===== config.mk =====
export PLATFORM = sky130hd
export DESIGN_NAME = circle_outline_rasterizer
export DESIGN_NICKNAME = d
export VERILOG_FILES = /design/src/rtl/crr_pkg.sv /design/src/rtl/crr_queue.sv /design/src/rtl/crr_front.sv /design/src/rtl/crr_back.sv /design/src/rtl/circle_outline_rasterizer.sv
export SDC_FILE = /design/constraint.sdc
export NUM_CORES = 1
export LEC_CHECK = 0
export BUFFER_PORTS_ARGS = -buffer_cell sky130_fd_sc_hd__buf_2
export CAP_MARGIN = 30
export CORE_MARGIN = 5
export CORE_UTILIZATION = 25
export DETAILED_ROUTE_END_ITERATION = 8
export GPL_TIMING_DRIVEN = 0
export PLACE_DENSITY = 0.43
export REMOVE_ABC_BUFFERS = 1
export SLEW_MARGIN = 20
export SYNTH_ARGS = -nofsm -noshare
export SYNTH_HDL_FRONTEND = slang
export SYNTH_SLANG_ARGS = --single-unit

===== constraint.sdc =====
create_clock -name clock -period 16.8 [get_ports clock]
set_clock_uncertainty 0.2 [all_clocks]
set_input_delay 0.84 -clock clock [delete_from_list [all_inputs] [get_ports clock]]
set_output_delay 0.84 -clock clock [all_outputs]
set_load 0.01 [all_outputs]

===== src/rtl/crr_pkg.sv =====
package crr_pkg;

   localparam int COORD_W  = 10;
   localparam int RADIUS_W = 6;
   localparam int COLOR_W  = 16;
   localparam int SQ_W     = 2 * RADIUS_W;
   localparam int CSR_ADDR_W = 3;
   localparam int CSR_DATA_W = 32;

   localparam logic [COORD_W-1:0] SCREEN_HEIGHT_RESET = COORD_W'(160);
   localparam logic [COORD_W-1:0] SCREEN_WIDTH_RESET  = COORD_W'(128);

   // register index, taken from paddr bit 2
   localparam logic CSR_IDX_HEIGHT = 1'b0;
   localparam logic CSR_IDX_WIDTH  = 1'b1;

   localparam int QUEUE_DEPTH = 2;
   localparam int QUEUE_PTR_W = (QUEUE_DEPTH > 1) ? $clog2(QUEUE_DEPTH) : 1;
   localparam int QUEUE_CNT_W = $clog2(QUEUE_DEPTH + 1);

   typedef struct packed {
      logic [COORD_W-1:0]  center_x;
      logic [COORD_W-1:0]  center_y;
      logic [RADIUS_W-1:0] radius;
      logic [COLOR_W-1:0]  color;
   } req_type;

   typedef struct packed {
      logic [COORD_W-1:0] x_plus_dx;
      logic [COORD_W-1:0] x_minus_dx;
      logic [COORD_W-1:0] x_plus_dy;
      logic [COORD_W-1:0] x_minus_dy;
      logic [COORD_W-1:0] y_plus_dx;
      logic [COORD_W-1:0] y_minus_dx;
      logic [COORD_W-1:0] y_plus_dy;
      logic [COORD_W-1:0] y_minus_dy;
      logic [COLOR_W-1:0] pixel_color;
      logic               last;
   } rsp_type;

   typedef struct packed {
      logic valid;
      logic ready;
   } link_type;

   typedef enum logic {
      BK_IDLE,
      BK_RUN
   } back_state_type;

endpackage


===== src/rtl/crr_queue.sv =====
module crr_queue
   import crr_pkg::*;
(
   input  logic    clock,
   input  logic    reset,
   input  logic    push_valid,
   output logic    push_ready,
   input  req_type push_data,
   output logic    pop_valid,
   input  logic    pop_ready,
   output req_type pop_data
);

   localparam logic [QUEUE_PTR_W-1:0] PTR_LAST = QUEUE_PTR_W'(QUEUE_DEPTH - 1);
   localparam logic [QUEUE_CNT_W-1:0] CNT_FULL = QUEUE_CNT_W'(QUEUE_DEPTH);

   req_type                entry_ff [QUEUE_DEPTH];
   logic [QUEUE_PTR_W-1:0] wr_ptr_ff, wr_ptr_in;
   logic [QUEUE_PTR_W-1:0] rd_ptr_ff, rd_ptr_in;
   logic [QUEUE_CNT_W-1:0] count_ff, count_in;
   logic                   do_push, do_pop;

   assign push_ready = (count_ff != CNT_FULL);
   assign pop_valid  = (count_ff != '0);
   assign pop_data   = entry_ff[rd_ptr_ff];
   assign do_push    = push_valid & push_ready;
   assign do_pop     = pop_valid & pop_ready;

   always_comb begin
      wr_ptr_in = wr_ptr_ff;
      rd_ptr_in = rd_ptr_ff;
      count_in  = count_ff;
      if (do_push) begin
         wr_ptr_in = (wr_ptr_ff == PTR_LAST) ? '0 : wr_ptr_ff + 1'b1;
      end
      if (do_pop) begin
         rd_ptr_in = (rd_ptr_ff == PTR_LAST) ? '0 : rd_ptr_ff + 1'b1;
      end
      if (do_push && !do_pop) begin
         count_in = count_ff + 1'b1;
      end else if (do_pop && !do_push) begin
         count_in = count_ff - 1'b1;
      end
   end

   always_ff @(posedge clock) begin
      if (reset) begin
         wr_ptr_ff <= '0;
         rd_ptr_ff <= '0;
         count_ff  <= '0;
      end else begin
         wr_ptr_ff <= wr_ptr_in;
         rd_ptr_ff <= rd_ptr_in;
         count_ff  <= count_in;
      end
   end

   always_ff @(posedge clock) begin
      if (do_push) begin
         entry_ff[wr_ptr_ff] <= push_data;
      end
   end

endmodule


===== src/rtl/crr_front.sv =====
module crr_front
   import crr_pkg::*;
(
   input  logic                  clock,
   input  logic                  reset,
   input  logic                  req_valid,
   output logic                  req_ready,
   input  req_type               req_data,
   output logic                  push_valid,
   input  logic                  push_ready,
   output req_type               push_data,
   input  logic                  psel,
   input  logic                  penable,
   input  logic                  pwrite,
   input  logic [CSR_ADDR_W-1:0] paddr,
   input  logic [CSR_DATA_W-1:0] pwdata,
   output logic [CSR_DATA_W-1:0] prdata,
   output logic                  pready
);

   logic [COORD_W-1:0] screen_height_ff, screen_height_in;
   logic [COORD_W-1:0] screen_width_ff, screen_width_in;
   logic               csr_write;
   logic [COORD_W:0]   x_hi, y_hi;
   logic               fits;

   assign pready    = 1'b1;
   assign csr_write = psel & penable & pwrite & pready;

   always_comb begin
      screen_height_in = screen_height_ff;
      screen_width_in  = screen_width_ff;
      if (csr_write) begin
         case (paddr[2])
            CSR_IDX_HEIGHT: screen_height_in = pwdata[COORD_W-1:0];
            CSR_IDX_WIDTH:  screen_width_in  = pwdata[COORD_W-1:0];
            default:        screen_height_in = screen_height_ff;
         endcase
      end
   end

   always_comb begin
      case (paddr[2])
         CSR_IDX_HEIGHT: prdata = CSR_DATA_W'(screen_height_ff);
         CSR_IDX_WIDTH:  prdata = CSR_DATA_W'(screen_width_ff);
         default:        prdata = '0;
      endcase
   end

   always_ff @(posedge clock) begin
      if (reset) begin
         screen_height_ff <= SCREEN_HEIGHT_RESET;
         screen_width_ff  <= SCREEN_WIDTH_RESET;
      end else begin
         screen_height_ff <= screen_height_in;
         screen_width_ff  <= screen_width_in;
      end
   end

   // whole circle must lie on screen, otherwise the command is dropped
   assign x_hi = (COORD_W+1)'(req_data.center_x) + (COORD_W+1)'(req_data.radius);
   assign y_hi = (COORD_W+1)'(req_data.center_y) + (COORD_W+1)'(req_data.radius);
   assign fits = (req_data.center_x >= COORD_W'(req_data.radius))
               & (x_hi <= (COORD_W+1)'(screen_height_ff))
               & (req_data.center_y >= COORD_W'(req_data.radius))
               & (y_hi <= (COORD_W+1)'(screen_width_ff));

   assign req_ready  = push_ready;
   assign push_valid = req_valid & fits;
   assign push_data  = req_data;

endmodule


===== src/rtl/crr_back.sv =====
module crr_back
   import crr_pkg::*;
(
   input  logic     clock,
   input  logic     reset,
   input  logic     pop_valid,
   output logic     pop_ready,
   input  req_type  pop_data,
   output logic     rsp_valid,
   input  logic     rsp_ready,
   output rsp_type  rsp_data
);

   back_state_type      state_ff, state_in;
   req_type             cmd_ff, cmd_in;
   logic [RADIUS_W-1:0] dx_ff, dx_in;
   logic [RADIUS_W-1:0] dy_ff, dy_in;
   logic [SQ_W-1:0]     dx2_ff, dx2_in;
   logic [SQ_W-1:0]     dy2_ff, dy2_in;
   logic [SQ_W-1:0]     rr_ff, rr_in;
   logic                rsp_valid_ff, rsp_valid_in;
   rsp_type             rsp_data_ff, rsp_data_in;
   logic [SQ_W-1:0]     radius_sq;
   logic [SQ_W:0]       dist_sq;
   logic                out_free;
   logic                out_load;

   assign radius_sq = SQ_W'(pop_data.radius) * SQ_W'(pop_data.radius);
   assign dist_sq   = (SQ_W+1)'(dx2_ff) + (SQ_W+1)'(dy2_ff);
   assign out_free  = ~rsp_valid_ff | rsp_ready;

   always_comb begin
      state_in  = state_ff;
      cmd_in    = cmd_ff;
      dx_in     = dx_ff;
      dy_in     = dy_ff;
      dx2_in    = dx2_ff;
      dy2_in    = dy2_ff;
      rr_in     = rr_ff;
      pop_ready = 1'b0;
      out_load  = 1'b0;
      case (state_ff)
         BK_IDLE: begin
            pop_ready = 1'b1;
            if (pop_valid) begin
               cmd_in   = pop_data;
               dx_in    = '0;
               dy_in    = pop_data.radius;
               dx2_in   = '0;
               dy2_in   = radius_sq;
               rr_in    = radius_sq + SQ_W'(1);
               state_in = BK_RUN;
            end
         end
         BK_RUN: begin
            // step dy down while dx^2 + dy^2 > r^2 + 1
            if ((dy_ff != '0) && (dist_sq > (SQ_W+1)'(rr_ff))) begin
               dy_in  = dy_ff - 1'b1;
               dy2_in = dy2_ff - (SQ_W'({dy_ff, 1'b0}) - SQ_W'(1));
            end else if (out_free) begin
               out_load = 1'b1;
               if (dx_ff == cmd_ff.radius) begin
                  state_in = BK_IDLE;
               end else begin
                  dx_in  = dx_ff + 1'b1;
                  dx2_in = dx2_ff + SQ_W'({dx_ff, 1'b0}) + SQ_W'(1);
               end
            end
         end
         default: state_in = BK_IDLE;
      endcase
   end

   always_comb begin
      rsp_data_in.x_plus_dx   = cmd_ff.center_x + COORD_W'(dx_ff);
      rsp_data_in.x_minus_dx  = cmd_ff.center_x - COORD_W'(dx_ff);
      rsp_data_in.x_plus_dy   = cmd_ff.center_x + COORD_W'(dy_ff);
      rsp_data_in.x_minus_dy  = cmd_ff.center_x - COORD_W'(dy_ff);
      rsp_data_in.y_plus_dx   = cmd_ff.center_y + COORD_W'(dx_ff);
      rsp_data_in.y_minus_dx  = cmd_ff.center_y - COORD_W'(dx_ff);
      rsp_data_in.y_plus_dy   = cmd_ff.center_y + COORD_W'(dy_ff);
      rsp_data_in.y_minus_dy  = cmd_ff.center_y - COORD_W'(dy_ff);
      rsp_data_in.pixel_color = cmd_ff.color;
      rsp_data_in.last        = (dx_ff == cmd_ff.radius);
   end

   assign rsp_valid_in = out_load | (rsp_valid_ff & ~rsp_ready);

   always_ff @(posedge clock) begin
      if (reset) begin
         state_ff     <= BK_IDLE;
         rsp_valid_ff <= 1'b0;
      end else begin
         state_ff     <= state_in;
         rsp_valid_ff <= rsp_valid_in;
      end
   end

   always_ff @(posedge clock) begin
      cmd_ff <= cmd_in;
      dx_ff  <= dx_in;
      dy_ff  <= dy_in;
      dx2_ff <= dx2_in;
      dy2_ff <= dy2_in;
      rr_ff  <= rr_in;
      if (out_load) begin
         rsp_data_ff <= rsp_data_in;
      end
   end

   assign rsp_valid = rsp_valid_ff;
   assign rsp_data  = rsp_data_ff;

endmodule


===== src/rtl/circle_outline_rasterizer.sv =====
// Circle outline rasterizer. A command on req_ (centre, radius, colour) is checked at the
// front against screen_height (centre x) and screen_width (centre y); a circle that does
// not fit wholly on screen is taken while the queue has room and gives no result. A
// circle that fits waits in a two-command queue and then gives radius+1 results on rsp_,
// one per dx from 0 to radius, each with the eight symmetric pixel coordinates and last
// set on dx equal to radius. The back end's stepping loop sets the rate: it loads a
// command, then in each step either decrements dy or, while the output is free, gives
// a result; dy ends at one for a nonzero radius and at zero for radius zero. Results are
// held off while the receiver stalls, and the front keeps taking commands until the
// queue is full.
module circle_outline_rasterizer
   import crr_pkg::*;
(
   input  logic                  clock,
   input  logic                  reset,
   input  logic                  req_valid,
   output logic                  req_ready,
   input  req_type               req_data,
   output logic                  rsp_valid,
   input  logic                  rsp_ready,
   output rsp_type               rsp_data,
   input  logic                  psel,
   input  logic                  penable,
   input  logic                  pwrite,
   input  logic [CSR_ADDR_W-1:0] paddr,
   input  logic [CSR_DATA_W-1:0] pwdata,
   output logic [CSR_DATA_W-1:0] prdata,
   output logic                  pready
);

   logic     push_valid, push_ready;
   logic     pop_valid, pop_ready;
   req_type  push_data, pop_data;

   crr_front u_front (
      .clock      (clock),
      .reset      (reset),
      .req_valid  (req_valid),
      .req_ready  (req_ready),
      .req_data   (req_data),
      .push_valid (push_valid),
      .push_ready (push_ready),
      .push_data  (push_data),
      .psel       (psel),
      .penable    (penable),
      .pwrite     (pwrite),
      .paddr      (paddr),
      .pwdata     (pwdata),
      .prdata     (prdata),
      .pready     (pready)
   );

   crr_queue u_queue (
      .clock      (clock),
      .reset      (reset),
      .push_valid (push_valid),
      .push_ready (push_ready),
      .push_data  (push_data),
      .pop_valid  (pop_valid),
      .pop_ready  (pop_ready),
      .pop_data   (pop_data)
   );

   crr_back u_back (
      .clock     (clock),
      .reset     (reset),
      .pop_valid (pop_valid),
      .pop_ready (pop_ready),
      .pop_data  (pop_data),
      .rsp_valid (rsp_valid),
      .rsp_ready (rsp_ready),
      .rsp_data  (rsp_data)
   );

endmodule


==> results by group, run 1 <==
Outcome
  – Outcome: finished, final reports clean

STA
  – RSZ-0062 raised after global routing: false
  – Final setup TNS: 0 ns
  – Relative slew slack: 40.4%
  – Fin. Hold Viols: 0
  – Fmax: 186 MHz
  – Worst Max-Slew Pin Slew: 0.890 ns
  – Slew Limit Fails: 0
  – Tmin final: 5.38 ns
  – Final setup margin: 11.42 ns
  – Hold_ws: 0.212 ns
  – Final period util: 32.0%
  – Setup violations, final: 0

Critical path
  – Critical path arrival: 5.46 ns
  – Worst reg2reg path depth: 14
  – CP Capture Type: flip-flop
  – Startpoint Class: flip-flop
  – Required time worst endpoint: 16.88 ns
  – Crit path to: u_back.dy2_ff[11]
  – Kind of critical path: flip-flop to flip-flop
  – Worst R2R Setup Slack: 11.42 ns
  – Crit-path max FO: 42
  – Worst r2r dst: u_back.dy2_ff[11]

Final layout
  – Final Non-Filler Cells: 2,461
  – Area Growth Syn to Fin: 19.0%
  – Final net count: 1,832
  – # fillers: 6,702
  – Post-route cell area: 19,500 sq um
  – Post-Route Utilization: 30.1%
  – Fraction of layout cells with a size suffix above 1: 18.7%

Yosys
  – Synthesized-area fraction occupied by and/or/nand/nor cells: 9.38%
  – Warning count from the yosys run: 0
  – Synth Instances: 1,397
  – Synth Area in Compound Gates: 10.8%
  – Seq cells post-synth: 293
  – Mux cell area share after synthesis: 3.18%
  – Post-synth ARST share: 0%
  – Count of different cell masters after synthesis: 71
  – Syn Std Cell Area: 16,400 sq um
  – Post-synthesis adder-cell area fraction: 13.8%
  – Synth Flop Type: edfxtp_1
  – Largest family of logic cells by synthesized area: adder cells
  – Xor/xnor share of the synthesized area: 5.72%
  – Register area share after synthesis: 52.0%
  – Mean post-synth cell area: 11.7 sq um
  – EDFF count, synth: 266

Routing
  – TritonRoute pass-1 iters: 4
  – DRT Wirelength: 41,800 um
  – Vias: 10,700
  – ANT nets after route: 0
  – DR iter-0 viols: 514
  – Avg WL per Cell: 17.0 um
  – Residual DRC: 0
  – Via/cell ratio: 4.36

CTS
  – Hold buffers post-CTS: 0
  – Post-CTS setup buffers: 0
  – Worst-Skew Late Latency: 0.55 ns
  – Clock buffer depth: 3
  – Clock Tree Root: clkbuf_16
  – Clk sinks: 293
  – Post-cts resize count: 0
  – Total CTS buffers: 35
  – CTS tree: done
  – CTS clock-pin slew for the worst setup and hold paths: 0.06 ns
  – H-Tree Depth: 2

Worst hold path
  – Min-Delay Path Class: flip-flop to flip-flop

Die
  – Die ar.: 70,800 sq um
  – Die Wd: 266 um
  – # rows: 93
  – Core Area: 64,700 sq um
  – Die Y: 266 um
  – Initial core utilization: 25.3%
  – Top-Level Pins: 216

Global route
  – Initial antenna violation count: 4
  – First-pass GRT wire length: 64,700 um
  – Pin count of the biggest net entering global routing: 43
  – Total track usage: 11.6%
  – Number of global-route vias before repair: 11,200
  – Gr ovfl total: 0

Place
  – Placed Instances: 2,397
  – GPL Wtd Cong: 0.813
  – PortBufs: 168
  – Post-place setup slack: 11.32 ns
  – Placed cell areas: 18,400 sq um
  – Post-DP HPWL: 32,100 um

Flow run
  – # Max-Cap Violations: 0

Power and ir drop
  – VDD IR max: 0.0000776 V
  – Pleak: 7.53 nW
  – Total power: 4.49 mW
  – Power density over the cells: 230 nW/um^2
metal layers:
metal  wire [um]  share of wire [%]  GRT usage (%)  vias to the layer above
met2       19100                 46           18.7                      188
met3        1820                4.3           2.38                       60
met5          34              0.081              0                        -
met4         934                2.2           3.26                        6
li1            -                  -              -                     5324
met1       19900                 48           15.8                     5140
cell families (layout without fill, tap and decap cells):
group / after synthesis / after routing
fa+ha+maj: 168 / 168
buf+inv: 193 / 380
mux: 47 / 47
other cells: 2 / 24
simple gates: 318 / 318
flops: 293 / 293
compound gates: 269 / 269
xor+xnor: 107 / 107
state kept, by name (all words and copies together) (netlist names), named ones only:
signal                    count
u_back.rsp_data              93
u_back.rsp_valid              1
u_front.screen_width_ff      10
u_back.state_ff               1
u_back.dy2_ff                12
u_queue.count_ff              2
u_back.cmd_ff                41
u_back.dy_ff                  6
u_queue.rd_ptr_ff             1
u_front.screen_height_ff     10
u_queue.wr_ptr_ff             1
u_back.dx2_ff                12
u_back.rr_ff                 12
u_back.dx_ff                  6
u_queue.entry_ff             84
how the worst min path moves through the flow:
stage                          start                  end  cells after the start
finish              u_back.cmd_ff[2]   u_back.rsp_data[3]                      0
global route        u_back.cmd_ff[6]   u_back.rsp_data[7]                      0
CTS                 u_back.cmd_ff[9]  u_back.rsp_data[10]                      0
detailed placement  u_back.cmd_ff[9]  u_back.rsp_data[10]                      0
global placement    u_back.cmd_ff[6]   u_back.rsp_data[7]                      0
floorplan           u_back.cmd_ff[9]  u_back.rsp_data[10]                      0
critical path, stage by stage, from the launching register on:
cell      delay (ns)
dfxtp_4         0.74
mux2i_1         0.60
inv_1           0.25
nand2_1         0.15
fa_1            0.48
fa_1            0.53
fa_1            0.55
inv_1           0.04
ha_1            0.34
a21oi_2         0.19
o211ai_2        0.12
o41ai_2         0.23
xnor2_1         0.19
a221oi_1        0.31
o211ai_1        0.13
area by class of cell:
cell class	instances	area [sq um]	area share (%)
inverters	138	518	2.66
clock buffers	40	895	4.59
well taps	855	1070	5.49
clock inverters	22	234	1.20
repair buffers	180	1100	5.63
diodes	1	2.50	0.0128
flip-flops and latches	293	8530	43.8
multi-input cells	932	7150	36.7
Yosys cell counts, types with 14 or more instances:
| cell type | count | area share (%) |
|---|---|---|
| nor3_1 | 21 | 0.64 |
| fa_1 | 21 | 2.6 |
| a21oi_1 | 84 | 2.6 |
| o21ai_1 | 28 | 0.85 |
| xor2_1 | 32 | 1.7 |
| o21ai_0 | 33 | 1.0 |
| nor2b_1 | 14 | 0.53 |
| nand2b_1 | 28 | 1.1 |
| xnor2_1 | 75 | 4.0 |
| clkbuf_1 | 17 | 0.39 |
| mux2_2 | 40 | 2.7 |
| inv_1 | 136 | 3.1 |
| o211ai_1 | 20 | 0.92 |
| dfxtp_1 | 27 | 3.3 |
| o21a_1 | 21 | 0.96 |
| or3_1 | 14 | 0.53 |
| nand2_1 | 81 | 1.9 |
| nand3_1 | 15 | 0.46 |
| edfxtp_1 | 266 | 49 |
| nor2_1 | 106 | 2.4 |
| buf_4 | 27 | 1.2 |
| ha_1 | 147 | 11 |
power by group:
part,internal (mW),switching [mW],total (mW),leakage [nW]
logic,0.955,1.33,2.28,4.32
registers,1.25,0.209,1.46,2.67
clock network,0.434,0.314,0.748,0.539
placed cells by master, fill, tap and decap left out, types with 5 or more instances in the layout:
master     count
ha_1         147
mux2_2        40
nor2b_1       13
a211oi_1       6
inv_1        135
o21bai_1       9
clkbuf_16     35
a21boi_1       6
nor3_1        21
o211ai_1      20
nor2_1       105
o21a_1        21
conb_1        23
nand2b_1      28
clkbuf_1       5
nand2_1       81
mux2i_1        6
and3_1        12
dfxtp_1       25
buf_2        169
clkinv_1       6
edfxtp_1     266
a21o_1         8
buf_16         6
xnor2_1       75
clkinv_2       5
fa_1          21
nand3_1       15
o311ai_1      13
or3_1         14
a21oi_1       83
nand4_1        6
o21ai_1       28
o21ai_0       33
xor2_1        32
Note: power is estimated with default switching activity, not from simulation.
==> run 2: changes to the inputs <==
==> constraint.sdc (replaced) <==
create_clock -name clock -period 5.15 [get_ports clock]
set_clock_uncertainty 0.2 [all_clocks]
set_input_delay 0.2575 -clock clock [delete_from_list [all_inputs] [get_ports clock]]
set_output_delay 0.2575 -clock clock [all_outputs]
set_load 0.01 [all_outputs]
==> run 2 against run 1 <==
  * Flip-flop and latch count is the same
  * Sequential share of layout area shrank 1.4 points
  * Combinational power grew to 3.3 times the previous value
  * Non-clock buffer count grew 57
  * Worst hold slack lost 0.090 ns
  * Via count grew 1.9%
  * Cell area grew 3.3%
==> results by group, run 2 (same netlist as run 1, synthesis figures left out) <==
STA
  – Final period util: 95.2%
  – Hold_ws: 0.122 ns
  – Tmin final: 4.90 ns
  – Fmax: 204 MHz
  – Relative slew slack: 40.1%
  – Setup violations, final: 0
  – Worst Max-Slew Pin Slew: 0.895 ns
  – Fin. Hold Viols: 0
  – RSZ-0062 raised after global routing: false
  – Slew Limit Fails: 0

Routing
  – ANT nets after route: 0
  – DR iter-0 viols: 483
  – Vias: 10,900
  – TritonRoute pass-1 iters: 5
  – Via/cell ratio: 4.34
  – DRT Wirelength: 42,400 um
  – Avg WL per Cell: 16.9 um
  – Residual DRC: 0

Place
  – Placed Instances: 2,397
  – Post-DP HPWL: 32,100 um
  – PortBufs: 168
  – GPL Wtd Cong: 0.813
  – Placed cell areas: 18,400 sq um

CTS
  – Clk sinks: 293
  – CTS tree: done
  – Clock buffer depth: 3
  – CTS clock-pin slew for the worst setup and hold paths: 0.06 ns
  – Clock Tree Root: clkbuf_16
  – H-Tree Depth: 2
  – Worst-Skew Late Latency: 0.55 ns
  – Total CTS buffers: 35

Final layout
  – Ant. Diodes: 0
  – Footprint of the multi-input gates: 7210 sq um
  – Area Growth Syn to Fin: 22.9%
  – Commonest non-fill, non-tap cell in the layout: edfxtp_1
  – Register Area: 8530 sq um
  – Post-route cell area: 20,100 sq um
  – Fraction of layout cells with a size suffix above 1: 18.6%
  – Most frequent cells in the layout: edfxtp_1 (266), buf_2 (169), ha_1 (147)
  – # fillers: 6,653
  – Largest register FFs: 93
  – Post-Route Utilization: 31.1%
  – Final Non-Filler Cells: 2,517
  – Final net count: 1,889

Global route
  – First-pass GRT wire length: 65,600 um
  – Total track usage: 11.7%
  – Number of global-route vias before repair: 11,400
  – Pin count of the biggest net entering global routing: 43
  – Gr ovfl total: 0
  – Initial antenna violation count: 0

Die
  – Die ar.: 70,800 sq um
  – Core Area: 64,700 sq um
  – Initial core utilization: 25.3%
  – # rows: 93
  – Die Wd: 266 um
  – Top-Level Pins: 216
  – Die Y: 266 um

Critical path
  – Crit-path max FO: 12
  – Worst reg2reg path depth: 14
  – Startpoint Class: flip-flop
  – Worst r2r dst: u_back.dy2_ff[11]
  – Critical path arrival: 4.98 ns
  – Required time worst endpoint: 5.23 ns
  – Kind of critical path: flip-flop to flip-flop
  – CP Capture Type: flip-flop
  – Worst R2R Setup Slack: 0.25 ns

Worst hold path
  – WHS Endpoint: u_front.screen_height_ff[8]
  – Hold Startpoint: penable
  – Hold depth: 5
  – Min-Delay Path Class: input pin to flip-flop

Flow run
  – # Max-Cap Violations: 0

Outcome
  – Outcome: finished, final reports clean

Power and ir drop
  – Total power: 14.8 mW
  – VDD IR max: 0.000253 V
  – Power density over the cells: 734 nW/um^2
  – Pleak: 7.79 nW
## run 2: final cells by class
class / count / area share [%]
flip-flops and latches: 293 / 42.4
multi-input cells: 932 / 35.8
repair buffers: 237 / 8.39
well taps: 855 / 5.31
clock buffers: 40 / 4.44
inverters: 138 / 2.57
clock inverters: 22 / 1.16
## run 2: worst max path at each step
stage                      from                  end  slack [ns]  cells past startpoint
6_report              flip-flop    u_back.dy2_ff[11]        0.25                     14
3_5_place_dp          flip-flop    u_back.dy2_ff[11]       -0.33                     14
5_1_grt               flip-flop    u_back.dy2_ff[11]        0.02                     14
2_1_floorplan  u_back.dy2_ff[0]   u_back.rsp_data[0]       -3.02                     16
3_3_place_gp   u_back.dy2_ff[0]  u_back.rsp_data[64]       -6.36                     16
4_1_cts               flip-flop    u_back.dy2_ff[11]        0.02                     14
## run 2: metal layers
layer / track usage, % / part of all wire, % / up-vias
met5: 0 / 0 / -
met4: 3.37 / 2.3 / 0
met3: 2.15 / 4.3 / 56
met2: 19.0 / 46 / 210
met1: 16.0 / 48 / 5214
li1: - / - / 5441
## run 2: through the flow
step | setup slack (ns) | setup TNS [ns]
after detailed placement | -0.326 | -2.01
after floorplan | -3.02 | -285.80
after CTS | 0.0160 | 0
final | 0.249 | 0
after global placement | -6.36 | -828.19
after global routing | 0.0182 | 0
## run 2: critical path, stage by stage (launching register included)
cell and delay, ns:
dfxtp_4 0.55, mux2i_2 0.38, inv_1 0.23, nand2_1 0.13
fa_1 0.47, fa_1 0.53, fa_1 0.55, inv_1 0.04
ha_1 0.34, a21oi_2 0.19, o211ai_2 0.12, o41ai_2 0.23
xnor2_1 0.20, a221oi_1 0.32, o211ai_1 0.14
## run 2: power breakdown
part | switching, mW | internal, mW
Combinational | 4.42 | 3.20
Clock | 1.03 | 1.42
Sequential | 0.647 | 4.08
Total | 6.09 | 8.70
## run 2: what timing repair did
| item | in CTS | in global routing |
|---|---|---|
| hold buffers | 54 | 0 |
| endpoints found under the hold margin | 108 | 0 |
| setup buffers | 2 | 1 |
| pin swaps | 1 | 0 |
| endpoints found under the setup margin | 22 | 4 |
| gates resized for setup | 4 | 6 |
